## config.mk

```make
export PLATFORM = sky130hd
export DESIGN_NAME = quadrature_nco_mixer
export DESIGN_NICKNAME = d
export VERILOG_FILES = /design/src/rtl/core/qnm_pkg.sv /design/src/rtl/core/qnm_ctrl.sv /design/src/rtl/core/qnm_datapath.sv /design/src/rtl/core/quadrature_nco_mixer.sv
export SDC_FILE = /design/constraint.sdc
export NUM_CORES = 2
export LEC_CHECK = 0
export BUFFER_PORTS_ARGS = -buffer_cell sky130_fd_sc_hd__buf_2
export CAP_MARGIN = 0
export CORE_ASPECT_RATIO = 1.1
export CORE_MARGIN = 1
export CORE_UTILIZATION = 66
export CTS_CLUSTER_DIAMETER = 50
export CTS_CLUSTER_SIZE = 14
export DETAILED_ROUTE_END_ITERATION = 10
export HOLD_SLACK_MARGIN = 0.06
export PLACE_DENSITY_LB_ADDON = 0.2
export RECOVER_POWER = 50
export SKIP_LAST_GASP = 1
export SLEW_MARGIN = 30
export SYNTH_ARGS = -nofsm -noshare
export SYNTH_HDL_FRONTEND = slang
export SYNTH_HIERARCHICAL = 1
export SYNTH_SLANG_ARGS = --single-unit
```

## constraint.sdc

```tcl
create_clock -name i_clk -period 12.15 [get_ports i_clk]
set_clock_uncertainty 0.05 [all_clocks]
set_input_delay 0.6075 -clock i_clk [delete_from_list [all_inputs] [get_ports i_clk]]
set_output_delay 0.6075 -clock i_clk [all_outputs]
set_load 0.02 [all_outputs]
```

## src/rtl/core/qnm_pkg.sv

```systemverilog
`timescale 1ns / 1ps
// Shared types and constants for the quadrature NCO mixer.
// Used by the controller, the datapath and the top level; no dependencies.
package qnm_pkg;

    // Fixed formats of the configuration registers
    localparam int CFG_W     = 32;
    localparam int CFG_IDX_W = 2;
    localparam int MG_W      = 16;
    localparam int ROT_FRAC  = 30;
    localparam int GAIN_FRAC = 14;

    // Register indexes
    localparam logic [CFG_IDX_W-1:0] CFG_ROT_COS  = 2'd0;
    localparam logic [CFG_IDX_W-1:0] CFG_ROT_SIN  = 2'd1;
    localparam logic [CFG_IDX_W-1:0] CFG_MIX_GAIN = 2'd2;

    // Register reset values
    localparam logic signed [CFG_W-1:0] ROT_COS_RST  = 32'sd1073741824;
    localparam logic signed [CFG_W-1:0] ROT_SIN_RST  = 32'sd0;
    localparam logic [MG_W-1:0]         MIX_GAIN_RST = 16'd18022;

    // Controller states
    typedef enum logic [2:0] {
        ST_IDLE,
        ST_ISSUE_A,
        ST_WAIT_A,
        ST_SAT,
        ST_ISSUE_B,
        ST_WAIT_B,
        ST_ISSUE_C,
        ST_WAIT_C
    } t_state;

    // Multiply operation tags: operands on issue, destination on writeback
    typedef enum logic [3:0] {
        TAG_QC,     // vq * cos
        TAG_IS,     // vi * sin
        TAG_IC,     // vi * cos
        TAG_QS,     // vq * sin
        TAG_QQ,     // vq * vq
        TAG_II,     // vi * vi
        TAG_GQ,     // g * oq
        TAG_GI,     // g * oi
        TAG_XIOQ,   // xi * oq
        TAG_XQOI,   // xq * oi
        TAG_XQOQ,   // xq * oq
        TAG_XIOI,   // xi * oi
        TAG_YI,     // pi * mix_gain
        TAG_YQ      // pq * mix_gain
    } t_tag;

    // Rounding shift applied to a product
    typedef enum logic [1:0] {
        SH_ROT,
        SH_OSC,
        SH_GAIN
    } t_shift;

    // Controller to datapath
    typedef struct packed {
        logic load;     // latch the input sample
        logic sat;      // saturate the rotated vector and the gain
        logic issue;    // start a multiply
        t_tag tag;
    } t_cmd;

    // Datapath to controller
    typedef struct packed {
        logic busy;     // multiplier pipeline holds an operation
        logic out_free; // output register free at the next edge
    } t_stat;

    function automatic t_shift tag_shift(input t_tag tag);
        t_shift sh;
        case (tag) inside
            TAG_QC, TAG_IS, TAG_IC, TAG_QS: sh = SH_ROT;
            TAG_YI, TAG_YQ:                 sh = SH_GAIN;
            default:                        sh = SH_OSC;
        endcase
        return sh;
    endfunction

endpackage

```

## src/rtl/core/qnm_ctrl.sv

```systemverilog
`timescale 1ns / 1ps
// Sequencer for the quadrature NCO mixer: issues the three multiply phases.
// Depends on qnm_pkg.
module qnm_ctrl (
    input  logic           i_clk,
    input  logic           i_rst_n,
    input  logic           i_in_valid,
    output logic           o_in_stall,
    input  qnm_pkg::t_stat i_stat,
    output qnm_pkg::t_cmd  o_cmd
);
    import qnm_pkg::*;

    localparam logic [2:0] LAST_A = 3'd5;
    localparam logic [2:0] LAST_B = 3'd5;
    localparam logic [2:0] LAST_C = 3'd1;

    t_state     r_state, n_state;
    logic [2:0] r_step, n_step;
    logic       w_accept;
    logic       w_issue_c;

    assign w_accept  = (r_state == ST_IDLE) && i_in_valid;
    // first mixer product waits for a free output register
    assign w_issue_c = (r_step != 3'd0) || i_stat.out_free;

    always_ff @(posedge i_clk) begin
        if (!i_rst_n) begin
            r_state <= ST_IDLE;
            r_step  <= '0;
        end else begin
            r_state <= n_state;
            r_step  <= n_step;
        end
    end

    // Next state
    always_comb begin
        n_state = r_state;
        n_step  = r_step;
        unique case (r_state)
            ST_IDLE: begin
                if (w_accept) begin
                    n_state = ST_ISSUE_A;
                    n_step  = '0;
                end
            end
            ST_ISSUE_A: begin
                n_step = r_step + 3'd1;
                if (r_step == LAST_A) begin
                    n_state = ST_WAIT_A;
                    n_step  = '0;
                end
            end
            ST_WAIT_A: begin
                if (!i_stat.busy) n_state = ST_SAT;
            end
            ST_SAT: begin
                n_state = ST_ISSUE_B;
            end
            ST_ISSUE_B: begin
                n_step = r_step + 3'd1;
                if (r_step == LAST_B) begin
                    n_state = ST_WAIT_B;
                    n_step  = '0;
                end
            end
            ST_WAIT_B: begin
                if (!i_stat.busy) n_state = ST_ISSUE_C;
            end
            ST_ISSUE_C: begin
                if (w_issue_c) begin
                    n_step = r_step + 3'd1;
                    if (r_step == LAST_C) begin
                        n_state = ST_WAIT_C;
                        n_step  = '0;
                    end
                end
            end
            ST_WAIT_C: begin
                if (!i_stat.busy) n_state = ST_IDLE;
            end
            default: begin
                n_state = ST_IDLE;
                n_step  = '0;
            end
        endcase
    end

    // Outputs
    always_comb begin
        o_cmd       = '0;
        o_cmd.tag   = TAG_QC;
        o_cmd.load  = w_accept;
        o_in_stall  = (r_state != ST_IDLE);
        unique case (r_state)
            ST_ISSUE_A: begin
                o_cmd.issue = 1'b1;
                case (r_step)
                    3'd0:    o_cmd.tag = TAG_QC;
                    3'd1:    o_cmd.tag = TAG_IS;
                    3'd2:    o_cmd.tag = TAG_IC;
                    3'd3:    o_cmd.tag = TAG_QS;
                    3'd4:    o_cmd.tag = TAG_QQ;
                    default: o_cmd.tag = TAG_II;
                endcase
            end
            ST_SAT: begin
                o_cmd.sat = 1'b1;
            end
            ST_ISSUE_B: begin
                o_cmd.issue = 1'b1;
                case (r_step)
                    3'd0:    o_cmd.tag = TAG_GQ;
                    3'd1:    o_cmd.tag = TAG_GI;
                    3'd2:    o_cmd.tag = TAG_XIOQ;
                    3'd3:    o_cmd.tag = TAG_XQOI;
                    3'd4:    o_cmd.tag = TAG_XQOQ;
                    default: o_cmd.tag = TAG_XIOI;
                endcase
            end
            ST_ISSUE_C: begin
                o_cmd.issue = w_issue_c;
                o_cmd.tag   = (r_step == 3'd0) ? TAG_YI : TAG_YQ;
            end
            default: begin
            end
        endcase
    end

endmodule

```

## src/rtl/core/qnm_datapath.sv

```systemverilog
`timescale 1ns / 1ps
// Datapath for the quadrature NCO mixer: config registers, oscillator state,
// a shared five-stage rounding multiplier and the writeback accumulators.
// Depends on qnm_pkg.
module qnm_datapath #(
    parameter int SAMPLE_WIDTH = 16,
    parameter int OSC_WIDTH    = 32
) (
    input  logic                                i_clk,
    input  logic                                i_rst_n,
    input  logic                                i_cfg_we,
    input  logic [qnm_pkg::CFG_IDX_W-1:0]       i_cfg_addr,
    input  logic [qnm_pkg::CFG_W-1:0]           i_cfg_wdata,
    input  logic signed [SAMPLE_WIDTH-1:0]      i_i_in,
    input  logic signed [SAMPLE_WIDTH-1:0]      i_q_in,
    input  logic                                i_out_stall,
    output logic                                o_out_valid,
    output logic signed [SAMPLE_WIDTH-1:0]      o_i_out,
    output logic signed [SAMPLE_WIDTH-1:0]      o_q_out,
    input  qnm_pkg::t_cmd                       i_cmd,
    output qnm_pkg::t_stat                      o_stat
);
    import qnm_pkg::*;

    localparam int OW   = OSC_WIDTH;
    localparam int SW   = SAMPLE_WIDTH;
    localparam int OSC_FRAC = OW - 2;
    // magnitude width: oscillator, rotation words and mixer sums all fit
    localparam int MW0  = (OW > SW + 2) ? OW : SW + 2;
    localparam int MW   = (MW0 > CFG_W) ? MW0 : CFG_W;
    localparam int HW   = (MW + 1) / 2;     // low half of operand b
    localparam int LW   = MW - HW;          // high half of operand b
    localparam int OPW  = MW + 1;           // signed operand width
    localparam int SUMW = 2 * MW + 1;       // full product
    localparam int PW   = MW + 4;           // rounded product, signed
    localparam int AW   = PW + 1;           // accumulators

    localparam longint unsigned GAIN_NUM = (64'd39 << OSC_FRAC) + 64'd10;
    localparam longint unsigned GAIN_U   = GAIN_NUM / 20;
    localparam logic signed [AW-1:0] GAIN_REF = AW'(GAIN_U);
    localparam logic signed [OW-1:0] VEC_ONE  = {2'b01, {OSC_FRAC{1'b0}}};

    localparam logic signed [AW-1:0] OSC_MAX = {{(AW-OW+1){1'b0}}, {(OW-1){1'b1}}};
    localparam logic signed [AW-1:0] OSC_MIN = ~OSC_MAX;
    localparam logic signed [AW-1:0] SMP_MAX = {{(AW-SW+1){1'b0}}, {(SW-1){1'b1}}};
    localparam logic signed [AW-1:0] SMP_MIN = ~SMP_MAX;

    localparam logic [SUMW-1:0] RND_ROT  = SUMW'(1) << (ROT_FRAC - 1);
    localparam logic [SUMW-1:0] RND_OSC  = SUMW'(1) << (OSC_FRAC - 1);
    localparam logic [SUMW-1:0] RND_GAIN = SUMW'(1) << (GAIN_FRAC - 1);

    function automatic logic signed [OW-1:0] sat_osc(input logic signed [AW-1:0] v);
        logic signed [AW-1:0] c;
        c = v;
        if (v > OSC_MAX) c = OSC_MAX;
        if (v < OSC_MIN) c = OSC_MIN;
        return c[OW-1:0];
    endfunction

    function automatic logic signed [SW-1:0] sat_smp(input logic signed [AW-1:0] v);
        logic signed [AW-1:0] c;
        c = v;
        if (v > SMP_MAX) c = SMP_MAX;
        if (v < SMP_MIN) c = SMP_MIN;
        return c[SW-1:0];
    endfunction

    // Configuration and oscillator state
    logic signed [CFG_W-1:0] r_rot_cos, r_rot_sin;
    logic [MG_W-1:0]         r_mix_gain;
    logic signed [OW-1:0]    r_vq, r_vi;
    // Per-item working registers
    logic signed [SW-1:0]    r_xi, r_xq;
    logic signed [OW-1:0]    r_oq, r_oi, r_g;
    logic signed [AW-1:0]    r_acc_q, r_acc_i, r_acc_g;
    logic signed [SW-1:0]    r_yi, r_yq;
    logic                    r_out_valid;

    // Multiplier pipeline
    logic                    r_v1, r_v2, r_v3, r_v4, r_v5;
    t_tag                    r_s1_tag, r_s2_tag, r_s3_tag, r_s4_tag, r_s5_tag;
    logic                    r_s1_neg, r_s2_neg, r_s3_neg, r_s4_neg;
    logic [MW-1:0]           r_s1_ma, r_s1_mb;
    logic [MW+HW-1:0]        r_s2_plo;
    logic [MW+LW-1:0]        r_s2_phi;
    logic [SUMW-1:0]         r_s3_sum;
    logic [PW-1:0]           r_s4_mag;
    logic signed [PW-1:0]    r_s5_res;

    logic signed [OPW-1:0]   w_opa, w_opb;
    logic                    n_s1_neg;
    logic [MW-1:0]           n_s1_ma, n_s1_mb;
    logic [SUMW-1:0]         n_rnd;
    logic [PW-1:0]           n_s4_mag;
    logic signed [PW-1:0]    n_s5_res;
    logic signed [AW-1:0]    w_res;
    logic                    w_out_take;

    // Configuration writes
    always_ff @(posedge i_clk) begin
        if (!i_rst_n) begin
            r_rot_cos  <= ROT_COS_RST;
            r_rot_sin  <= ROT_SIN_RST;
            r_mix_gain <= MIX_GAIN_RST;
        end else if (i_cfg_we) begin
            unique case (i_cfg_addr)
                CFG_ROT_COS:  r_rot_cos  <= $signed(i_cfg_wdata);
                CFG_ROT_SIN:  r_rot_sin  <= $signed(i_cfg_wdata);
                CFG_MIX_GAIN: r_mix_gain <= i_cfg_wdata[MG_W-1:0];
                default: ;
            endcase
        end
    end

    // Operand select by tag
    always_comb begin
        w_opa = '0;
        w_opb = '0;
        case (i_cmd.tag)
            TAG_QC:   begin w_opa = OPW'(r_vq);    w_opb = OPW'(r_rot_cos); end
            TAG_IS:   begin w_opa = OPW'(r_vi);    w_opb = OPW'(r_rot_sin); end
            TAG_IC:   begin w_opa = OPW'(r_vi);    w_opb = OPW'(r_rot_cos); end
            TAG_QS:   begin w_opa = OPW'(r_vq);    w_opb = OPW'(r_rot_sin); end
            TAG_QQ:   begin w_opa = OPW'(r_vq);    w_opb = OPW'(r_vq);      end
            TAG_II:   begin w_opa = OPW'(r_vi);    w_opb = OPW'(r_vi);      end
            TAG_GQ:   begin w_opa = OPW'(r_g);     w_opb = OPW'(r_oq);      end
            TAG_GI:   begin w_opa = OPW'(r_g);     w_opb = OPW'(r_oi);      end
            TAG_XIOQ: begin w_opa = OPW'(r_xi);    w_opb = OPW'(r_oq);      end
            TAG_XQOI: begin w_opa = OPW'(r_xq);    w_opb = OPW'(r_oi);      end
            TAG_XQOQ: begin w_opa = OPW'(r_xq);    w_opb = OPW'(r_oq);      end
            TAG_XIOI: begin w_opa = OPW'(r_xi);    w_opb = OPW'(r_oi);      end
            TAG_YI: begin
                w_opa = OPW'(r_acc_q);
                w_opb = $signed({{(OPW-MG_W){1'b0}}, r_mix_gain});
            end
            TAG_YQ: begin
                w_opa = OPW'(r_acc_i);
                w_opb = $signed({{(OPW-MG_W){1'b0}}, r_mix_gain});
            end
            default: ;
        endcase
    end

    // Stage 1: sign and magnitudes
    assign n_s1_neg = w_opa[OPW-1] ^ w_opb[OPW-1];
    assign n_s1_ma  = w_opa[OPW-1] ? MW'(-w_opa) : MW'(w_opa);
    assign n_s1_mb  = w_opb[OPW-1] ? MW'(-w_opb) : MW'(w_opb);

    // Stage 4: round half away from zero on the magnitude, then shift
    always_comb begin
        n_rnd    = '0;
        n_s4_mag = '0;
        case (tag_shift(r_s3_tag))
            SH_ROT: begin
                n_rnd    = r_s3_sum + RND_ROT;
                n_s4_mag = PW'(n_rnd >> ROT_FRAC);
            end
            SH_OSC: begin
                n_rnd    = r_s3_sum + RND_OSC;
                n_s4_mag = PW'(n_rnd >> OSC_FRAC);
            end
            SH_GAIN: begin
                n_rnd    = r_s3_sum + RND_GAIN;
                n_s4_mag = PW'(n_rnd >> GAIN_FRAC);
            end
            default: ;
        endcase
    end

    // Stage 5: restore sign
    assign n_s5_res = r_s4_neg ? -$signed(r_s4_mag) : $signed(r_s4_mag);

    // Pipeline valid bits
    always_ff @(posedge i_clk) begin
        if (!i_rst_n) begin
            r_v1 <= 1'b0;
            r_v2 <= 1'b0;
            r_v3 <= 1'b0;
            r_v4 <= 1'b0;
            r_v5 <= 1'b0;
        end else begin
            r_v1 <= i_cmd.issue;
            r_v2 <= r_v1;
            r_v3 <= r_v2;
            r_v4 <= r_v3;
            r_v5 <= r_v4;
        end
    end

    // Pipeline payload; products split over two half-width multipliers
    always_ff @(posedge i_clk) begin
        r_s1_tag <= i_cmd.tag;
        r_s1_neg <= n_s1_neg;
        r_s1_ma  <= n_s1_ma;
        r_s1_mb  <= n_s1_mb;

        r_s2_tag <= r_s1_tag;
        r_s2_neg <= r_s1_neg;
        r_s2_plo <= r_s1_ma * r_s1_mb[HW-1:0];
        r_s2_phi <= r_s1_ma * r_s1_mb[MW-1:HW];

        r_s3_tag <= r_s2_tag;
        r_s3_neg <= r_s2_neg;
        r_s3_sum <= {1'b0, r_s2_phi, {HW{1'b0}}} + SUMW'(r_s2_plo);

        r_s4_tag <= r_s3_tag;
        r_s4_neg <= r_s3_neg;
        r_s4_mag <= n_s4_mag;

        r_s5_tag <= r_s4_tag;
        r_s5_res <= n_s5_res;
    end

    assign w_res = AW'(r_s5_res);

    // Input latch, saturation step and accumulator writeback
    always_ff @(posedge i_clk) begin
        if (i_cmd.load) begin
            r_xi <= i_i_in;
            r_xq <= i_q_in;
        end
        if (i_cmd.sat) begin
            r_oq <= sat_osc(r_acc_q);
            r_oi <= sat_osc(r_acc_i);
            r_g  <= sat_osc(r_acc_g);
        end
        if (r_v5) begin
            case (r_s5_tag)
                TAG_QC:   r_acc_q <= w_res;
                TAG_IS:   r_acc_q <= r_acc_q - w_res;
                TAG_IC:   r_acc_i <= w_res;
                TAG_QS:   r_acc_i <= r_acc_i + w_res;
                TAG_QQ:   r_acc_g <= GAIN_REF - w_res;
                TAG_II:   r_acc_g <= r_acc_g - w_res;
                TAG_XIOQ: r_acc_q <= w_res;
                TAG_XQOI: r_acc_q <= r_acc_q + w_res;
                TAG_XQOQ: r_acc_i <= w_res;
                TAG_XIOI: r_acc_i <= r_acc_i - w_res;
                TAG_YI:   r_yi    <= sat_smp(w_res);
                TAG_YQ:   r_yq    <= sat_smp(w_res);
                default: ;
            endcase
        end
    end

    // Oscillator state and output valid
    assign w_out_take = r_out_valid && !i_out_stall;

    always_ff @(posedge i_clk) begin
        if (!i_rst_n) begin
            r_vq        <= VEC_ONE;
            r_vi        <= '0;
            r_out_valid <= 1'b0;
        end else begin
            if (r_v5 && (r_s5_tag == TAG_GQ)) r_vq <= sat_osc(w_res);
            if (r_v5 && (r_s5_tag == TAG_GI)) r_vi <= sat_osc(w_res);
            if (r_v5 && (r_s5_tag == TAG_YQ)) begin
                r_out_valid <= 1'b1;
            end else if (w_out_take) begin
                r_out_valid <= 1'b0;
            end
        end
    end

    assign o_out_valid     = r_out_valid;
    assign o_i_out         = r_yi;
    assign o_q_out         = r_yq;
    assign o_stat.busy     = r_v1 | r_v2 | r_v3 | r_v4 | r_v5;
    assign o_stat.out_free = !r_out_valid || !i_out_stall;

endmodule

```

## src/rtl/core/quadrature_nco_mixer.sv

```systemverilog
`timescale 1ns / 1ps
// Top level of the quadrature NCO mixer: controller plus datapath.
// Depends on qnm_pkg, qnm_ctrl and qnm_datapath.
//
//  channel | direction | handshake                 | payload
//  --------+-----------+---------------------------+-----------------------
//  input   | in        | i_in_valid / o_in_stall   | i_i_in, i_q_in
//  output  | out       | o_out_valid / i_out_stall | o_i_out, o_q_out
//  config  | in        | i_cfg_we                  | i_cfg_addr, i_cfg_wdata
//
// No new item is accepted until the current one is done: 14 products
// share one five-stage multiplier, issued in three dependent phases
// (rotate and magnitude, gain and mix, output scale) with a pipeline
// drain between phases. The next item is accepted while a result still
// sits in the output register; the output scale phase waits for it to
// be taken. Reset is synchronous and needs no clearing pass.
module quadrature_nco_mixer #(
    parameter int SAMPLE_WIDTH = 16,
    parameter int OSC_WIDTH    = 32
) (
    input  logic                                i_clk,
    input  logic                                i_rst_n,
    input  logic                                i_cfg_we,
    input  logic [qnm_pkg::CFG_IDX_W-1:0]       i_cfg_addr,
    input  logic [qnm_pkg::CFG_W-1:0]           i_cfg_wdata,
    input  logic                                i_in_valid,
    output logic                                o_in_stall,
    input  logic signed [SAMPLE_WIDTH-1:0]      i_i_in,
    input  logic signed [SAMPLE_WIDTH-1:0]      i_q_in,
    output logic                                o_out_valid,
    input  logic                                i_out_stall,
    output logic signed [SAMPLE_WIDTH-1:0]      o_i_out,
    output logic signed [SAMPLE_WIDTH-1:0]      o_q_out
);
    import qnm_pkg::*;

    t_cmd  w_cmd;
    t_stat w_stat;

    // Phase sequencer
    qnm_ctrl u_ctrl (
        .i_clk      (i_clk),
        .i_rst_n    (i_rst_n),
        .i_in_valid (i_in_valid),
        .o_in_stall (o_in_stall),
        .i_stat     (w_stat),
        .o_cmd      (w_cmd)
    );

    // Arithmetic and state
    qnm_datapath #(
        .SAMPLE_WIDTH (SAMPLE_WIDTH),
        .OSC_WIDTH    (OSC_WIDTH)
    ) u_dp (
        .i_clk       (i_clk),
        .i_rst_n     (i_rst_n),
        .i_cfg_we    (i_cfg_we),
        .i_cfg_addr  (i_cfg_addr),
        .i_cfg_wdata (i_cfg_wdata),
        .i_i_in      (i_i_in),
        .i_q_in      (i_q_in),
        .i_out_stall (i_out_stall),
        .o_out_valid (o_out_valid),
        .o_i_out     (o_i_out),
        .o_q_out     (o_q_out),
        .i_cmd       (w_cmd),
        .o_stat      (w_stat)
    );

endmodule

```

# After elaboration in Yosys (flattened, before gate mapping)

Cells that the tools add are included.

Output and inout port bits: 34
Flip-flop bits (word level): 748
Bits in latches: 0
Word-level logic and storage cells: 212
RAM bits: 0
Memory bits (read-only): 0
Memories: 0
Input bits: 71

Bitwise operators: 5
$add $sub $neg: 13
Multiplexer cells: 39
Reduce and logical (&&, ||, !) cells: 49
$mul: 2
Magnitude comparators: 10
Shifts and indexed selects: 0
Eq/ne operators: 55
Divide/modulo/power cells: 0

Operators with widths:

| cell                     | count |
|---|---|
| $pmux W33 S7             | 2 |
| $mux W32                 | 7 |
| $pmux W37 S3             | 2 |
| $gt A37 B32 Y1 const B   | 3 |
| $lt A37 B32 Y1 const B   | 3 |
| $sub A37 B36 Y37         | 3 |
| $mul A32 B16 Y48         | 2 |
| $add A37 B36 Y37         | 2 |
| $pmux W37 S2             | 1 |
| $pmux W36 S2             | 1 |
| $add A64 B48 Y65         | 1 |
| $add A65 B30 Y65 const B | 1 |
| $neg A32 Y32             | 2 |
| $eq A4 B4 Y1 const B     | 14 |
| $add A50 B14 Y50 const B | 1 |
| $sub A32 B36 Y37 const A | 1 |
| $gt A36 B16 Y1 const B   | 1 |
| $gt A36 B32 Y1 const B   | 1 |
| $lt A36 B16 Y1 const B   | 1 |
| $lt A36 B32 Y1 const B   | 1 |
| $mux W3                  | 12 |
| $mux W36                 | 1 |
| $neg A36 Y36             | 1 |
| $eq A4 B3 Y1 const B     | 8 |
| other kinds (34)         | 101 |

# Logic depth before layout (Yosys ltp)

Depth in word-level cells: 9
Depth in mapped cells: 26
Depth with buffers taken out: 25

# Cells and area by module

The synthesis kept the hierarchy.

By module, submodules not included:

| module       | area an instance (µm²) | cells an instance | times used | seq. area each (µm²) |
|---|---|---|---|---|
| qnm_datapath | 69427.8                | 7687              | 1          | 17046.3 |
| qnm_ctrl     | 646.9                  | 81                | 1          | 120.1 |

# Worst setup path before layout

OpenSTA, ideal clock, no wires.

Path type: reg-to-reg
From: reg u_dp.r_s1_mb[23]
To: reg u_dp.r_s2_phi[41]
Required time: 12.028 ns
Clock period less this slack: 6.745 ns
Setup slack: 5.405 ns
Arrival time: 6.623 ns
Setup time: 0.072 ns
Cell stages (with the launch flop): 26
Buffers on the path: 1
Cells stage by stage: dfxtp_1 clkbuf_1 nand2_1 fa_1 inv_1 fa_1 inv_1 fa_1 inv_1 fa_1 fa_1 inv_1 fa_1 inv_1 ha_1 a2111oi_0 o21ai_0 a221o_1 o21ai_0 a21oi_1 a211o_1 a31o_2 a21oi_1 o21ai_0 a221oi_1 xnor2_1

Cells in the longest elaborated chain, start to end: 1

Ends and longest elaborated chain:

| item                   | RTL line            | text |
|---|---|---|
| from (decl)            | qnm_datapath.sv:83  | `logic [MW-1:0] r_s1_ma, r_s1_mb;` |
| from (signal assigned) | qnm_datapath.sv:195 | `r_s1_mb <= n_s1_mb;` |
| $mul A32 B16 Y48       | qnm_datapath.sv:200 | `r_s2_phi <= r_s1_ma * r_s1_mb[MW-1:HW];` |
| to (signal assigned)   | qnm_datapath.sv:200 |  |
| to (decl)              | qnm_datapath.sv:85  | `logic [MW+LW-1:0] r_s2_phi;` |

Every way passes these cells.
A chain may end at the register's enable or synchronous reset.

# Worst setup path in the final report

From: reg u_dp.r_s1_ma[18]
To: reg u_dp.r_s2_plo[43]

Cells in the longest elaborated chain, start to end: 1

Ends and longest elaborated chain:

| item                   | RTL line            | text |
|---|---|---|
| from (decl)            | qnm_datapath.sv:83  |  |
| from (signal assigned) | qnm_datapath.sv:194 | `r_s1_ma <= n_s1_ma;` |
| $mul A32 B16 Y48       | qnm_datapath.sv:199 | `r_s2_plo <= r_s1_ma * r_s1_mb[HW-1:0];` |
| to (signal assigned)   | qnm_datapath.sv:199 |  |
| to (decl)              | qnm_datapath.sv:84  | `logic [MW+HW-1:0] r_s2_plo;` |

Every way passes these cells.

==> results.md <==
* Yosys reg bits at 722
* Synth Area per Inst at 9.02 um2
* Register area share after synthesis at 0.245
* Layout cells sized above 1 at 0.0529
* Status: complete, but fails checks
* Post-DP HPWL at 150,000 um
* Max Fclk at 129 MHz
* Number of synthesis warnings at 6
* Core Area at 105,000 um2
* Worst min-delay path category: in2reg
* I/O Buffers at 104
* Worst Path Max Fanout at 17
* Synth Area in Adders at 0.309
* CP startpoint: u_dp/r_s1_ma[18]
* Worst path depth at 23
* Global-route wire length before repair at approximately 320,000 um
* Failing checks: capacitance limit, slew limit
* Fill cells at ~8,000
* Critical R2R Launch: u_dp/r_s1_ma[18]
* Syn_nets at 9,068
* CTS Buf Count at 78
* Mux share of post-synthesis cell area at 0.0153
* Worst path arrival time at 8.23 ns
* Placer congestion estimate at between 0.9 and 1
* Ports at 105
* R2R setup slack at 4.43 ns
* CP Class: reg2reg
* Yosys cell types at between 90 and 100
* First DRT Iteration DRCs at 5,098
* Die Y at 344 um
* Critical path capture point type: flip-flop
* Reg-to-Reg End: u_dp/r_s2_plo[43]
* Via density at a little over 6
* Top FF cell, synth: dfxtp_1
* Cell mode on critical path: a21o_1
* Max-slew headroom at -1.76
* Startpoint Class: flip-flop
* Pwr/cell area at 145 nW/um2
* Remaining antenna violation count at 0
* Multi-input gate area at 47,600 um2
* Clock sink count at 722
* Synth Area in XOR/XNOR at 0.0591
* Final setup fails at 0
* Nets at 8,970
* Root Buffer: clkbuf_16
* Slew Limit Fails at 781
* GR Overflow Total at 0
* Initial Utilization at 0.665
* Maxcap violations at 17
* Final period util at 0.636
* Drt first pass iters at 9
* Post-Syn Area at roughly 70,000 um2
* RSZ-0062 raised after global routing: no
* Clock-pin slew on the worst setup and hold paths at 0.07 ns
* Htree depth at 3
* Die span in x at approximately 310 um
* Area Growth Syn to Fin at 6.34%
* CTS tree: built
* DR vias at 56,100
* Antenna violations before repair at 3
* Largest family of logic cells by synthesized area: adder cells
* Worst Tran Pin Value at 4.10 ns
* Synth Area in Simple Gates at 0.170
* Tmin final at 7.72 ns
* Storage element area at 17,200 um2
* CTS resizes at 0
* EDFF count, synth at approximately 270
* Drt total wl at 201,000 um
* FP Rows at 125
* Final setup TNS at 0 ns
* Setup crit end: u_dp/r_s2_plo[43]
* CTS Buffer Depth at 3
* Die area at ~110,000 um2
* CP top delay family: adder cells
* Pleak at about 0.033 uW
* Maximum vdd drop at 185 uV
* CP max stage delay at 0.89 ns
* Cells after Synth at 7,768
* Tot Pwr at ~11,000 uW
* Worst-Skew Late Latency at around 0.68 ns
* CP Buf/Inv Count at 4
* FF-to-FF path depth at 23
* Number of global-route vias before repair at 58,000
* Drt wl/cell at 22.1 um
* Area fraction in compound gates after synthesis at 0.125
* Slowest stage cell, crit path: dfxtp_1
* Largest net degree at the start of global routing at 95
* Fin. Hold Viols at 0
* DR DRC count at 0
* Gr usage total at 0.380
* Worst Path Required at 12.66 ns
* Ys async rst share at 0
* CP Cell Sequence: buf_4 > nand2_1 > fa_1 > inv_1 > fa_1 > fa_1 > fa_1 > fa_1 > inv_1 > fa_1 > inv_1 > ha_1 > a21o_1 > a21o_1 > a21o_1 > a21o_1 > a21o_1 > a21o_1 > a21o_1 > a41oi_1 > o21bai_1 > a311oi_1 > xnor2_1
[worst min-delay path by stage]
stage | cells after the start | startpoint | slack (ns) | to
3_5_place_dp | 0 | u_dp/r_s2_tag[1] | 0.26 | u_dp/r_s3_tag[1]
5_1_grt | 1 | i_q_in[8] | 0.08 | u_dp/r_xq[8]
3_3_place_gp | 0 | u_dp/r_s2_tag[1] | 0.26 | u_dp/r_s3_tag[1]
2_1_floorplan | 0 | u_dp/r_s1_neg | 0.26 | u_dp/r_s2_neg
6_report | 1 | i_i_in[8] | 0.08 | u_dp/r_xi[8]
4_1_cts | 1 | i_q_in[9] | 0.06 | u_dp/r_xq[9]
[per-layer routing]
layer  track usage  wire (um)  share of wire
met1         0.471      75600           0.38
met3        0.0587      17400          0.086
met2         0.632      95200           0.47
met5             0         13       0.000065
met4         0.226      13200          0.066
[through the flow]
stage | hold WS [ns] | cells | setup WS [ns] | utilization | area [um2]
6_report | 0.0847 | 9126 | 4.43 | 0.707 | 74500
5_1_grt | 0.0778 | 9125 | 4.16 | 0.707 | 74500
4_1_cts | 0.0616 | 9122 | 4.50 | 0.708 | 74600
3_5_place_dp | 0.263 | 8956 | 4.55 | 0.680 | 71700
3_3_place_gp | 0.259 | 8956 | 4.59 | 0.680 | 71700
2_1_floorplan | 0.260 | 7768 | 5.40 | - | 70100
[where the power goes]
part | switching (uW) | internal (uW)
logic | 3110 | 2020
clock network | 1110 | 1330
registers | 317 | 2920
[worst reg2reg max path, stage by stage, from the launching register on]
cell	delay [ns]
dfxtp_1	0.89
buf_4	0.40
nand2_1	0.13
fa_1	0.50
inv_1	0.05
fa_1	0.47
fa_1	0.53
fa_1	0.53
fa_1	0.57
inv_1	0.06
fa_1	0.59
inv_1	0.06
ha_1	0.37
a21o_1	0.22
a21o_1	0.17
a21o_1	0.18
a21o_1	0.17
a21o_1	0.18
a21o_1	0.18
a21o_1	0.17
a41oi_1	0.49
o21bai_1	0.19
a311oi_1	0.34
xnor2_1	0.16
[cell families (layout without fill, tap and decap cells)]
kind of cell / after synthesis / in the layout
AO/OA/AOI/OAI: 1355 / 1355
XOR/XNOR: 470 / 470
adder cells (fa/ha/maj): 1230 / 1230
buffers and inverters: 1413 / 1373
flip-flops: 722 / 722
multiplexers: 91 / 91
other: 0 / 1
AND/OR/NAND/NOR: 2487 / 2487
[cells in the mapped netlist (38+ instances only)]
cell type | count | share of area
nor2b_1 | 53 | 0.0047
nand4_1 | 49 | 0.0044
a21boi_0 | 81 | 0.0087
fa_1 | 839 | 0.24
and3_1 | 48 | 0.0043
o21a_1 | 135 | 0.014
inv_1 | 966 | 0.052
nand2b_1 | 42 | 0.0037
and2_1 | 509 | 0.045
o21ai_0 | 348 | 0.025
nand3_1 | 105 | 0.0075
clkbuf_1 | 410 | 0.022
ha_1 | 390 | 0.070
dfxtp_1 | 451 | 0.13
nor2_1 | 299 | 0.016
xor2_1 | 130 | 0.016
nor3_1 | 54 | 0.0039
edfxtp_1 | 271 | 0.12
a21oi_1 | 314 | 0.022
nand2_1 | 1170 | 0.063
xnor2_1 | 338 | 0.042
mux2i_1 | 52 | 0.0074
o31ai_1 | 38 | 0.0041
a21o_1 | 135 | 0.014
[placed cells by master, fill, tap and decap left out, types with 104 or more instances in the layout]
cell      count
ha_1        390
a21oi_1     312
xor2_1      130
dfxtp_1     449
buf_4       110
and2_1      501
nor2_1      297
edfxtp_1    271
xnor2_1     338
o21ai_0     346
fa_1        839
nand2_1    1170
o21a_1      135
nand3_1     104
a21o_1      135
inv_1       966
[flip-flops by register name (all words and copies together) (netlist names), 35 cells and up]
register       count
u_dp/r_s4_mag     36
u_dp/r_acc_q      37
u_dp/r_acc_g      37
u_dp/r_s5_res     36
u_dp/r_s3_sum     52
u_dp/r_s2_plo     35
u_dp/r_acc_i      37
u_dp/r_s2_phi     48
[area by class of cell]
type                            instances  area share
Timing Repair Buffer                  263      0.0226
Inverter                              972      0.0490
Clock inverter                         41     0.00692
Multi-Input combinational cell       5633       0.639
Sequential cell                       722       0.230
Tap cell                             1397      0.0235
Antenna cell                            1   0.0000336
Clock buffer                           97      0.0285
[what timing repair did]
| action | in CTS | in global routing |
|---|---|---|
| hold buffers | 28 | 0 |
| endpoints found under the hold margin | 28 | 0 |
| setup buffers | 0 | 0 |
Note: power is estimated with default switching activity, not from simulation.
